[src/rtl/assert_macros.svh]
// ----------------------------------------------------------------------------
// Assertion macros
// Concurrent assertion wrappers; empty when SYNTHESIS is defined.
// ----------------------------------------------------------------------------
`ifndef ASSERT_MACROS_SVH
`define ASSERT_MACROS_SVH
`ifndef SYNTHESIS
// Same-cycle implication under an active-low reset
`define CCC_ASSERT_IMPL(lbl, clk, rstn, ante, cons) \
	lbl: assert property (@(posedge clk) disable iff (!rstn) (ante) |-> (cons)) \
		else $error("implication check failed");
// Next-cycle implication under an active-low reset
`define CCC_ASSERT_NEXT(lbl, clk, rstn, ante, cons) \
	lbl: assert property (@(posedge clk) disable iff (!rstn) (ante) |=> (cons)) \
		else $error("next-cycle check failed");
`else
`define CCC_ASSERT_IMPL(lbl, clk, rstn, ante, cons)
`define CCC_ASSERT_NEXT(lbl, clk, rstn, ante, cons)
`endif
`endif

[src/rtl/ccc_pkg.sv]
// ----------------------------------------------------------------------------
// ccc_pkg
// Event codes, reply codes and register indexes of the conveyor cell controller.
// ----------------------------------------------------------------------------
`default_nettype none

package ccc_pkg;

	localparam int unsigned OP_BITS    = 4;
	localparam int unsigned REPLY_BITS = 4;
	localparam int unsigned CFG_BITS   = 24;
	localparam int unsigned CFG_IDX_W  = 2;
	localparam int unsigned DT_BITS    = 16;
	localparam int unsigned COUNT_BITS = 8;

	localparam logic [CFG_BITS-1:0] STUCK_TIMEOUT_RST = 24'd50000;
	localparam logic [CFG_BITS-1:0] REMOVAL_DELAY_RST = 24'd1000;

	// Event codes carried by a request
	typedef enum logic [OP_BITS-1:0] {
		OP_TICK      = 4'd0,
		OP_START     = 4'd1,
		OP_ESTOP     = 4'd2,
		OP_PAUSE     = 4'd3,
		OP_RESUME    = 4'd4,
		OP_RESET     = 4'd5,
		OP_CTRLSTOP  = 4'd6,
		OP_PICKACK   = 4'd7,
		OP_DROPREQ   = 4'd8,
		OP_PICKCHK   = 4'd9,
		OP_DROPCHK   = 4'd10,
		OP_JSRELEASE = 4'd11,
		OP_CLEARBTN  = 4'd12,
		OP_STARTBTN  = 4'd13
	} op_t;

	// Reply codes
	typedef enum logic [REPLY_BITS-1:0] {
		RPL_NONE         = 4'd0,
		RPL_START        = 4'd1,
		RPL_ESTOP        = 4'd2,
		RPL_PAUSE        = 4'd3,
		RPL_RESUME       = 4'd4,
		RPL_RESET        = 4'd5,
		RPL_CTRLSTOP     = 4'd6,
		RPL_DROP_ACK     = 4'd7,
		RPL_DROP_NACK    = 4'd8,
		RPL_PICKCHK_ACK  = 4'd9,
		RPL_PICKCHK_NACK = 4'd10,
		RPL_DROPCHK_ACK  = 4'd11,
		RPL_DROPCHK_NACK = 4'd12,
		RPL_FAULT        = 4'd13,
		RPL_PICKUP_REQ   = 4'd14
	} reply_t;

	// Configuration register indexes
	typedef enum logic [CFG_IDX_W-1:0] {
		CFG_STUCK_TIMEOUT = 2'd0,
		CFG_REMOVAL_DELAY = 2'd1
	} cfg_idx_t;

endpackage

`default_nettype wire

[src/rtl/conveyor_cell_controller.sv]
// Conveyor cell controller
//
// Requests enter on item_valid / item_stall: op selects a sensor tick, a
// received command or a button release; the sensor levels and elapsed_ticks
// matter for ticks only. Each request gives exactly one result on
// result_valid / result_stall: a reply code and the motor and status values
// as they stand after the request.
// A request is held in the input register, then the flag and timer update
// writes the result register. Throughput is one request per cycle while
// result_stall is low, set by the single update stage; the input register
// can take one more request while a result waits to be taken.
// When the receiver stalls, the result holds, the input register fills and
// item_stall rises until the result is taken.
// cfg_we writes stuck_timeout (index 0) or removal_delay (index 1); write
// them only while no request is in flight.
// arst_n clears all flags, the count, both timers and the motor, and loads
// the register defaults 50000 and 1000.
// ----------------------------------------------------------------------------
// conveyor_cell_controller
// Event-driven belt controller with stuck and removal timers.
// ----------------------------------------------------------------------------
`default_nettype none

`include "assert_macros.svh"

module conveyor_cell_controller
	import ccc_pkg::*;
#(
	parameter int unsigned MAX_BLOCKS = 255,
	parameter int unsigned TIMER_BITS = 24
) (
	input  wire logic                  clk,
	input  wire logic                  arst_n,
	// configuration
	input  wire logic                  cfg_we,
	input  wire logic [CFG_IDX_W-1:0]  cfg_index,
	input  wire logic [CFG_BITS-1:0]   cfg_data,
	// request channel
	input  wire logic                  item_valid,
	output logic                       item_stall,
	input  wire logic [OP_BITS-1:0]    op,
	input  wire logic                  near_sensor,
	input  wire logic                  far_sensor,
	input  wire logic [DT_BITS-1:0]    elapsed_ticks,
	// result channel
	output logic                       result_valid,
	input  wire logic                  result_stall,
	output logic [REPLY_BITS-1:0]      reply,
	output logic                       motor_reverse,
	output logic [COUNT_BITS-1:0]      blocks_on_belt,
	output logic                       running,
	output logic                       paused_now,
	output logic                       emergency_now,
	output logic                       fault_now,
	output logic                       waiting_pickup
);

	localparam int unsigned CMP_W = (TIMER_BITS > CFG_BITS) ? TIMER_BITS : CFG_BITS;
	localparam int unsigned SUM_W = ((TIMER_BITS > DT_BITS) ? TIMER_BITS : DT_BITS) + 1;
	localparam logic [COUNT_BITS-1:0] COUNT_MAX = COUNT_BITS'(MAX_BLOCKS);

	// configuration registers
	logic [CFG_BITS-1:0] stuck_timeout_q, removal_delay_q;

	// input stage
	logic                 valid_s1;
	logic [OP_BITS-1:0]   op_s1;
	logic                 near_s1, far_s1;
	logic [DT_BITS-1:0]   dt_s1;

	// result stage
	logic                  valid_s2;
	logic [REPLY_BITS-1:0] reply_s2;
	logic                  motor_s2;
	logic [COUNT_BITS-1:0] count_s2;
	logic                  running_s2, paused_s2, emergency_s2, fault_s2, waiting_s2;

	// controller state
	logic                  started_q, emergency_q, conv_fault_q, paused_q;
	logic                  drop_lock_q, pickup_acked_q, end_waiting_q, near_seen_q;
	logic                  motor_on_q;
	logic [COUNT_BITS-1:0] block_count_q;
	logic [TIMER_BITS-1:0] stuck_timer_q, removal_timer_q;

	// next state
	logic                  started_n, emergency_n, conv_fault_n, paused_n;
	logic                  drop_lock_n, pickup_acked_n, end_waiting_n, near_seen_n;
	logic                  motor_on_n;
	logic [COUNT_BITS-1:0] block_count_n;
	logic [TIMER_BITS-1:0] stuck_timer_n, removal_timer_n;
	logic [REPLY_BITS-1:0] reply_n;

	logic [SUM_W-1:0]      stuck_sum, removal_sum;
	logic [TIMER_BITS-1:0] stuck_sat, removal_sat;
	logic                  adv;

	// advance the input stage when the result register is free or being taken
	assign adv        = valid_s1 && (!valid_s2 || !result_stall);
	assign item_stall = valid_s1 && !adv;

	// configuration writes
	always_ff @(posedge clk or negedge arst_n) begin
		if (!arst_n) begin
			stuck_timeout_q <= STUCK_TIMEOUT_RST;
			removal_delay_q <= REMOVAL_DELAY_RST;
		end else if (cfg_we) begin
			unique case (cfg_index)
				CFG_STUCK_TIMEOUT: stuck_timeout_q <= cfg_data;
				CFG_REMOVAL_DELAY: removal_delay_q <= cfg_data;
				default: ;
			endcase
		end
	end

	// input register
	always_ff @(posedge clk or negedge arst_n) begin
		if (!arst_n) begin
			valid_s1 <= 1'b0;
		end else if (!item_stall) begin
			valid_s1 <= item_valid;
		end
	end

	always_ff @(posedge clk) begin
		if (item_valid && !item_stall) begin
			op_s1   <= op;
			near_s1 <= near_sensor;
			far_s1  <= far_sensor;
			dt_s1   <= elapsed_ticks;
		end
	end

	// saturating timer sums
	assign stuck_sum   = SUM_W'(stuck_timer_q) + SUM_W'(dt_s1);
	assign removal_sum = SUM_W'(removal_timer_q) + SUM_W'(dt_s1);
	assign stuck_sat   = (|stuck_sum[SUM_W-1:TIMER_BITS]) ? '1 : stuck_sum[TIMER_BITS-1:0];
	assign removal_sat = (|removal_sum[SUM_W-1:TIMER_BITS]) ? '1 : removal_sum[TIMER_BITS-1:0];

	// event decode and state update
	always_comb begin
		started_n       = started_q;
		emergency_n     = emergency_q;
		conv_fault_n    = conv_fault_q;
		paused_n        = paused_q;
		drop_lock_n     = drop_lock_q;
		pickup_acked_n  = pickup_acked_q;
		end_waiting_n   = end_waiting_q;
		near_seen_n     = near_seen_q;
		motor_on_n      = motor_on_q;
		block_count_n   = block_count_q;
		stuck_timer_n   = stuck_timer_q;
		removal_timer_n = removal_timer_q;
		reply_n         = RPL_NONE;

		unique case (op_s1)
			OP_TICK: begin
				if (emergency_q) begin
					motor_on_n = 1'b0;
				end else if (started_q) begin
					// stuck check
					if (block_count_q != '0 && !end_waiting_q) begin
						stuck_timer_n = stuck_sat;
					end else begin
						stuck_timer_n = '0;
					end
					if (block_count_q != '0 && !end_waiting_q && !drop_lock_q &&
							CMP_W'(stuck_sat) > CMP_W'(stuck_timeout_q)) begin
						conv_fault_n = 1'b1;
						emergency_n  = 1'b1;
						motor_on_n   = 1'b0;
						reply_n      = RPL_FAULT;
					end else if (paused_q) begin
						motor_on_n = 1'b0;
					end else begin
						near_seen_n = near_s1;
						if (drop_lock_q) begin
							motor_on_n = 1'b0;
						end
						if (end_waiting_q && !far_s1) begin
							removal_timer_n = removal_sat;
						end else begin
							removal_timer_n = '0;
						end
						// carry, stop at far end, or count a removal
						if (!end_waiting_q && !drop_lock_q && block_count_q != '0 && !far_s1) begin
							motor_on_n = 1'b1;
						end else if (block_count_q != '0 && far_s1) begin
							motor_on_n    = 1'b0;
							end_waiting_n = 1'b1;
							if (!pickup_acked_q) begin
								reply_n = RPL_PICKUP_REQ;
							end
						end else if (end_waiting_q && !far_s1 &&
								CMP_W'(removal_sat) > CMP_W'(removal_delay_q)) begin
							removal_timer_n = '0;
							end_waiting_n   = 1'b0;
							if (block_count_q != '0) begin
								block_count_n = block_count_q - COUNT_BITS'(1);
							end
						end
					end
				end
			end
			OP_START: begin
				started_n = 1'b1;
				reply_n   = RPL_START;
			end
			OP_ESTOP: begin
				emergency_n = 1'b1;
				reply_n     = RPL_ESTOP;
			end
			OP_PAUSE: begin
				paused_n = 1'b1;
				reply_n  = RPL_PAUSE;
			end
			OP_RESUME: begin
				paused_n = 1'b0;
				reply_n  = RPL_RESUME;
			end
			OP_RESET: begin
				emergency_n   = 1'b0;
				conv_fault_n  = 1'b0;
				started_n     = 1'b0;
				block_count_n = '0;
				drop_lock_n   = 1'b0;
				end_waiting_n = 1'b0;
				reply_n       = RPL_RESET;
			end
			OP_CTRLSTOP: begin
				reply_n = RPL_CTRLSTOP;
			end
			OP_PICKACK: begin
				pickup_acked_n = 1'b1;
			end
			OP_DROPREQ: begin
				if (!drop_lock_q) begin
					if (!near_seen_q) begin
						drop_lock_n = 1'b1;
						reply_n     = RPL_DROP_ACK;
					end else begin
						reply_n = RPL_DROP_NACK;
					end
				end
			end
			OP_PICKCHK: begin
				if (!end_waiting_q) begin
					pickup_acked_n = 1'b0;
					reply_n        = RPL_PICKCHK_ACK;
				end else begin
					reply_n = RPL_PICKCHK_NACK;
				end
			end
			OP_DROPCHK: begin
				if (near_seen_q) begin
					drop_lock_n = 1'b0;
					if (block_count_q < COUNT_MAX) begin
						block_count_n = block_count_q + COUNT_BITS'(1);
					end
					reply_n = RPL_DROPCHK_ACK;
				end else begin
					reply_n = RPL_DROPCHK_NACK;
				end
			end
			OP_JSRELEASE: begin
				drop_lock_n = 1'b1;
			end
			OP_CLEARBTN: begin
				motor_on_n    = 1'b0;
				block_count_n = '0;
			end
			OP_STARTBTN: begin
				started_n = 1'b1;
			end
			default: ;
		endcase
	end

	// commit state on advance
	always_ff @(posedge clk or negedge arst_n) begin
		if (!arst_n) begin
			started_q       <= 1'b0;
			emergency_q     <= 1'b0;
			conv_fault_q    <= 1'b0;
			paused_q        <= 1'b0;
			drop_lock_q     <= 1'b0;
			pickup_acked_q  <= 1'b0;
			end_waiting_q   <= 1'b0;
			near_seen_q     <= 1'b0;
			motor_on_q      <= 1'b0;
			block_count_q   <= '0;
			stuck_timer_q   <= '0;
			removal_timer_q <= '0;
		end else if (adv) begin
			started_q       <= started_n;
			emergency_q     <= emergency_n;
			conv_fault_q    <= conv_fault_n;
			paused_q        <= paused_n;
			drop_lock_q     <= drop_lock_n;
			pickup_acked_q  <= pickup_acked_n;
			end_waiting_q   <= end_waiting_n;
			near_seen_q     <= near_seen_n;
			motor_on_q      <= motor_on_n;
			block_count_q   <= block_count_n;
			stuck_timer_q   <= stuck_timer_n;
			removal_timer_q <= removal_timer_n;
		end
	end

	// result register
	always_ff @(posedge clk or negedge arst_n) begin
		if (!arst_n) begin
			valid_s2 <= 1'b0;
		end else if (adv) begin
			valid_s2 <= 1'b1;
		end else if (!result_stall) begin
			valid_s2 <= 1'b0;
		end
	end

	always_ff @(posedge clk) begin
		if (adv) begin
			reply_s2     <= reply_n;
			motor_s2     <= motor_on_n;
			count_s2     <= block_count_n;
			running_s2   <= started_n && !emergency_n;
			paused_s2    <= paused_n;
			emergency_s2 <= emergency_n;
			fault_s2     <= conv_fault_n;
			waiting_s2   <= end_waiting_n;
		end
	end

	assign result_valid   = valid_s2;
	assign reply          = reply_s2;
	assign motor_reverse  = motor_s2;
	assign blocks_on_belt = count_s2;
	assign running        = running_s2;
	assign paused_now     = paused_s2;
	assign emergency_now  = emergency_s2;
	assign fault_now      = fault_s2;
	assign waiting_pickup = waiting_s2;

	// checks
	`CCC_ASSERT_IMPL(a_fault_has_emergency, clk, arst_n, conv_fault_q, emergency_q)
	`CCC_ASSERT_IMPL(a_count_bounded, clk, arst_n, 1'b1, block_count_q <= COUNT_MAX)
	`CCC_ASSERT_IMPL(a_stall_only_full, clk, arst_n, item_stall, valid_s1 && valid_s2 && result_stall)
	`CCC_ASSERT_NEXT(a_start_sets, clk, arst_n, adv && op_s1 == OP_START, started_q)

endmodule

`default_nettype wire
[config.mk]
export PLATFORM = sky130hd
export DESIGN_NAME = conveyor_cell_controller
export DESIGN_NICKNAME = d
export VERILOG_FILES = /design/src/rtl/ccc_pkg.sv /design/src/rtl/conveyor_cell_controller.sv
export VERILOG_INCLUDE_DIRS = /design/src /design/src/rtl
export SDC_FILE = /design/constraint.sdc
export NUM_CORES = 1
export LEC_CHECK = 0
export BUFFER_PORTS_ARGS = -buffer_cell sky130_fd_sc_hd__clkbuf_2
export CORE_MARGIN = 1
export CORE_UTILIZATION = 40
export DETAILED_ROUTE_END_ITERATION = 12
export PLACE_DENSITY = 0.7
export SLEW_MARGIN = 20
export SYNTH_ARGS = -nofsm -noshare
export SYNTH_HDL_FRONTEND = slang
export SYNTH_SLANG_ARGS = --single-unit
[constraint.sdc]
create_clock -name clk -period 4.6 [get_ports clk]
set_input_delay 1.38 -clock clk [delete_from_list [all_inputs] [get_ports clk]]
set_output_delay 1.38 -clock clk [all_outputs]
set_load 0.02 [all_outputs]
==> flow_metrics.py <==
metrics = {
    "grt": {
        "overflow": 0,
        "antenna_found_initial": 0,
        "grt_util_all_layers": 0.239,
        "grt_start_max_net_pins": 60,
        "grt_pass1_vias": 9183,
        "grt_pass1_wl_um": 48200,
    },
    "hold_path": {
        "hold_path_end": "near_seen_q$_DFFE_PN0P_",
        "hold_class": "reg2reg",
        "hold_start": "near_s1$_DFFE_PP_",
        "whs_path_depth": 2,
    },
    "clock_network": {
        "clk_pin_slew_ns": 0.07,
        "root_buffer": "clkbuf_16",
        "cts_hold_buffers": 0,
        "htreeDepth": 4,
        "cts_tree": "done",
        "clock_latency_ns": 0.45,
        "cts_sinks": 155,
        "cts_buffer_depth": 2,
        "cts_made_buffers": 17,
    },
    "setup_path": {
        "max_stage_delay_ns": 0.41,
        "critical_path_class": "reg2reg",
        "r2r-end": "blocks_on_belt[7]$_DFFE_PP_",
        "arrival_ns": 5.02,
        "critPathLaunch": "dt_s1[1]$_DFFE_PP_",
        "end_kind": "register",
        "cp.required_ns": 4.80,
        "start_kind": "register",
        "worstRegToRegCells": 22,
        "cpMaxStageDelayCell": "edfxtp_1",
        "crit-reg2reg-launch": "dt_s1[1]$_DFFE_PP_",
        "cp_max_fo": 6,
        "cp_cell_sequence": "buf_4, inv_1, fa_2, nand2b_4, a21oi_4, o22ai_4, o31ai_4, a41o_1, nand3_1, buf_4, o21ai_1, ha_1, a21oi_2, o21ai_2, a221o_1, a31oi_4, a31oi_4, buf_6, buf_6, nor2_4, a31oi_1, a311o_1",
        "reg2reg_slack_ns": -0.23,
    },
    "layout": {
        "n_antenna_cell": 0,
        "multi_input_area_mm2": 0.00604,
        "final_area_mm2": 0.0132,
        "fin_cells": 1645,
        "drive_gt1_frac": 0.323,
        "seq_area_mm2": 0.00409,
        "final_nets": 1446,
        "syn_to_final_growth_pct": 33.2,
        "fillCellCount": 2109,
    },
    "power": {
        "internal_power_mw": 3.66,
        "cellPowerDensity_mw_per_mm2": 442,
        "irDropWorstVdd_v": 0.000189,
        "power.switching_mw": 2.18,
        "combPwrFrac": 0.427,
        "leakage_nw": 6.03,
        "switching_share": 0.374,
        "pwr-share-seq": 0.318,
        "clockPowerShare": 0.255,
        "power_mw": 5.85,
    },
    "route": {
        "first_pass_iters": 6,
        "viasPerCell": 5.65,
        "ant_nets": 0,
        "wl_per_cell_um": 18.4,
        "wirelength_um": 30200,
        "vias": 9298,
        "drc": 0,
        "drt-initial-drc-count": 786,
    },
    "logic_synthesis": {
        "synth_ff_type": "dfrtp_1",
        "synth_area_mm2": 0.00994,
        "synth_warnings": 0,
        "synthArstFlopShare": 0.742,
        "syn_nets": 1215,
        "synth_cell_types": 73,
        "synth_edf_count": 40,
        "ys_seq_area_frac": 0.412,
        "synth_seq_cells": 155,
        "syn_inst": 1077,
        "syn-mean-instance-area_um2": 9.23,
    },
    "run_status": {
        "status": "finished, violations left",
        "violations": "negative setup slack",
    },
    "place": {
        "dp_hpwl_um": 21400,
        "gp_congestion": 0.936,
        "dp.cells": 1577,
        "post-place-ws_ns": -0.466,
        "portBuffers": 72,
        "place_area_mm2": 0.0117,
    },
    "sta": {
        "finalSetupViolCount": 33,
        "drv_slew": 0,
        "skew_ns": 0.0135,
        "fmax_mhz": 207,
        "tightest_slew_ns": 0.840,
        "rsz0062_at_grt": "yes",
        "hold_viol": 0,
        "min_period_over_period": 1.05,
        "fin_crit_ns": 4.83,
        "hold_ws_ns": 0.462,
        "slew_headroom": 0.440,
        "finalWorstSetupSlack_ns": -0.229,
    },
    "floorplanning": {
        "start_util": 0.409,
        "die-width_um": 160,
        "core_area_mm2": 0.0243,
        "rows": 57,
        "pin_count": 73,
        "dieArea_mm2": 0.0255,
        "die_h_um": 160,
    },
    "job": {
        "cap_violations": 0,
    },
}
-- critical path, delay by kind of cell, from the launching register on --
family	cells	cell delay [ns]
and+or+nand+nor	3	0.48
AOI/OAI and AO/OA	12	2.35
buffers and inverters	5	0.66
adders and majority gates	2	0.70
DFF	1	0.41
-- kinds of logic after synthesis --
family / synth area share
flops: 0.412
buf+inv: 0.0461
mux: 0.0316
fa+ha+maj: 0.109
simple gates: 0.160
compound gates: 0.221
xor+xnor: 0.0212
-- cells in the mapped netlist, types with 8 or more instances --
| library cell | number | area (um^2) |
|---|---|---|
| ha_1 | 83 | 1040 |
| nor3_1 | 30 | 150 |
| inv_1 | 77 | 289 |
| o21ai_0 | 97 | 485 |
| a21oi_1 | 83 | 415 |
| nand2b_1 | 14 | 87.6 |
| nor4_1 | 9 | 56.3 |
| clkbuf_1 | 35 | 131 |
| mux2_2 | 27 | 304 |
| nor2b_1 | 9 | 56.3 |
| dfrtp_1 | 103 | 2580 |
| xnor2_1 | 13 | 114 |
| nand3_1 | 24 | 120 |
| o21a_1 | 16 | 120 |
| nand2_1 | 120 | 450 |
| a21o_1 | 24 | 180 |
| edfxtp_1 | 40 | 1200 |
| a22o_1 | 25 | 219 |
| nand4_1 | 20 | 125 |
| xor2_1 | 11 | 96.3 |
| a31oi_1 | 9 | 56.3 |
| o211ai_1 | 9 | 67.6 |
| a211oi_1 | 8 | 60.1 |
| dfstp_2 | 12 | 315 |
| nor2_1 | 64 | 240 |
-- layout by cell type (no fill, tap or decap), types with 20 or more instances in the layout --
cell / instances
a21oi_1: 68
inv_1: 76
ha_1: 71
nand3_1: 23
a21o_1: 24
nor2_1: 57
o21ai_0: 74
nor3_1: 21
mux2_2: 26
nand2_1: 119
a22o_1: 25
dfrtp_1: 103
nand4_1: 20
edfxtp_1: 40
buf_4: 163
clkbuf_2: 71
-- area by class of cell --
cell class | instances | share of cell area
timing repair buffer | 250 | 0.136
multi-input combinational | 806 | 0.456
clock buffer | 17 | 0.0321
tap | 324 | 0.0306
inverter | 78 | 0.0221
sequential | 155 | 0.309
clock inverter | 15 | 0.0132
-- worst max-delay path by stage --
| stage | to | slack, ns |
|---|---|---|
| global placement | running$_DFFE_PP_ | -0.44 |
| global route | blocks_on_belt[5]$_DFFE_PP_ | -0.43 |
| detailed placement | running$_DFFE_PP_ | -0.47 |
| floorplan | blocks_on_belt[2]$_DFFE_PP_ | 0.01 |
| finish | blocks_on_belt[7]$_DFFE_PP_ | -0.23 |
| CTS | motor_reverse$_DFFE_PP_ | -0.1 |
-- power groups by stage --
stage / registers [mW] / logic, mW / clock network, mW
6_report: 1.86 / 2.50 / 1.49
3_3_place_gp: 1.85 / 2.01 / 0
4_1_cts: 1.84 / 2.31 / 1.51
2_1_floorplan: 1.80 / 1.30 / 0
5_1_grt: 1.88 / 2.75 / 1.56
3_5_place_dp: 1.86 / 2.05 / 0
-- timing repair --
item	in CTS	in global routing
buffers inserted	17	17
pin swaps	50	55
gates resized for setup	86	66
gates cloned	1	1
endpoints found under the setup margin	54	54
-- sequential cells by signal, summed over array words and instances, names as in the netlist, 4 cells and up --
signal	cells
block_count_q	8
blocks_on_belt	8
dt_s1	16
op_s1	4
removal_delay_q	24
removal_timer_q	24
reply	4
stuck_timeout_q	24
stuck_timer_q	24
-- per-layer routing --
layer	share of wire	routed length, um	global-route usage
met1	0.45	13600	0.324
met3	0.057	1730	0.0392
met4	0.031	947	0.101
met5	0	0	0
met2	0.46	13900	0.379
-- stage by stage --
step,TNS [ns],utilization
6_report,-2.41,0.544
5_1_grt,-15.21,0.544
4_1_cts,-0.499,0.526
3_5_place_dp,-12.77,0.479
3_3_place_gp,-7.57,0.479
2_1_floorplan,0,-
No activity file was read; power rests on OpenSTA's default activity.
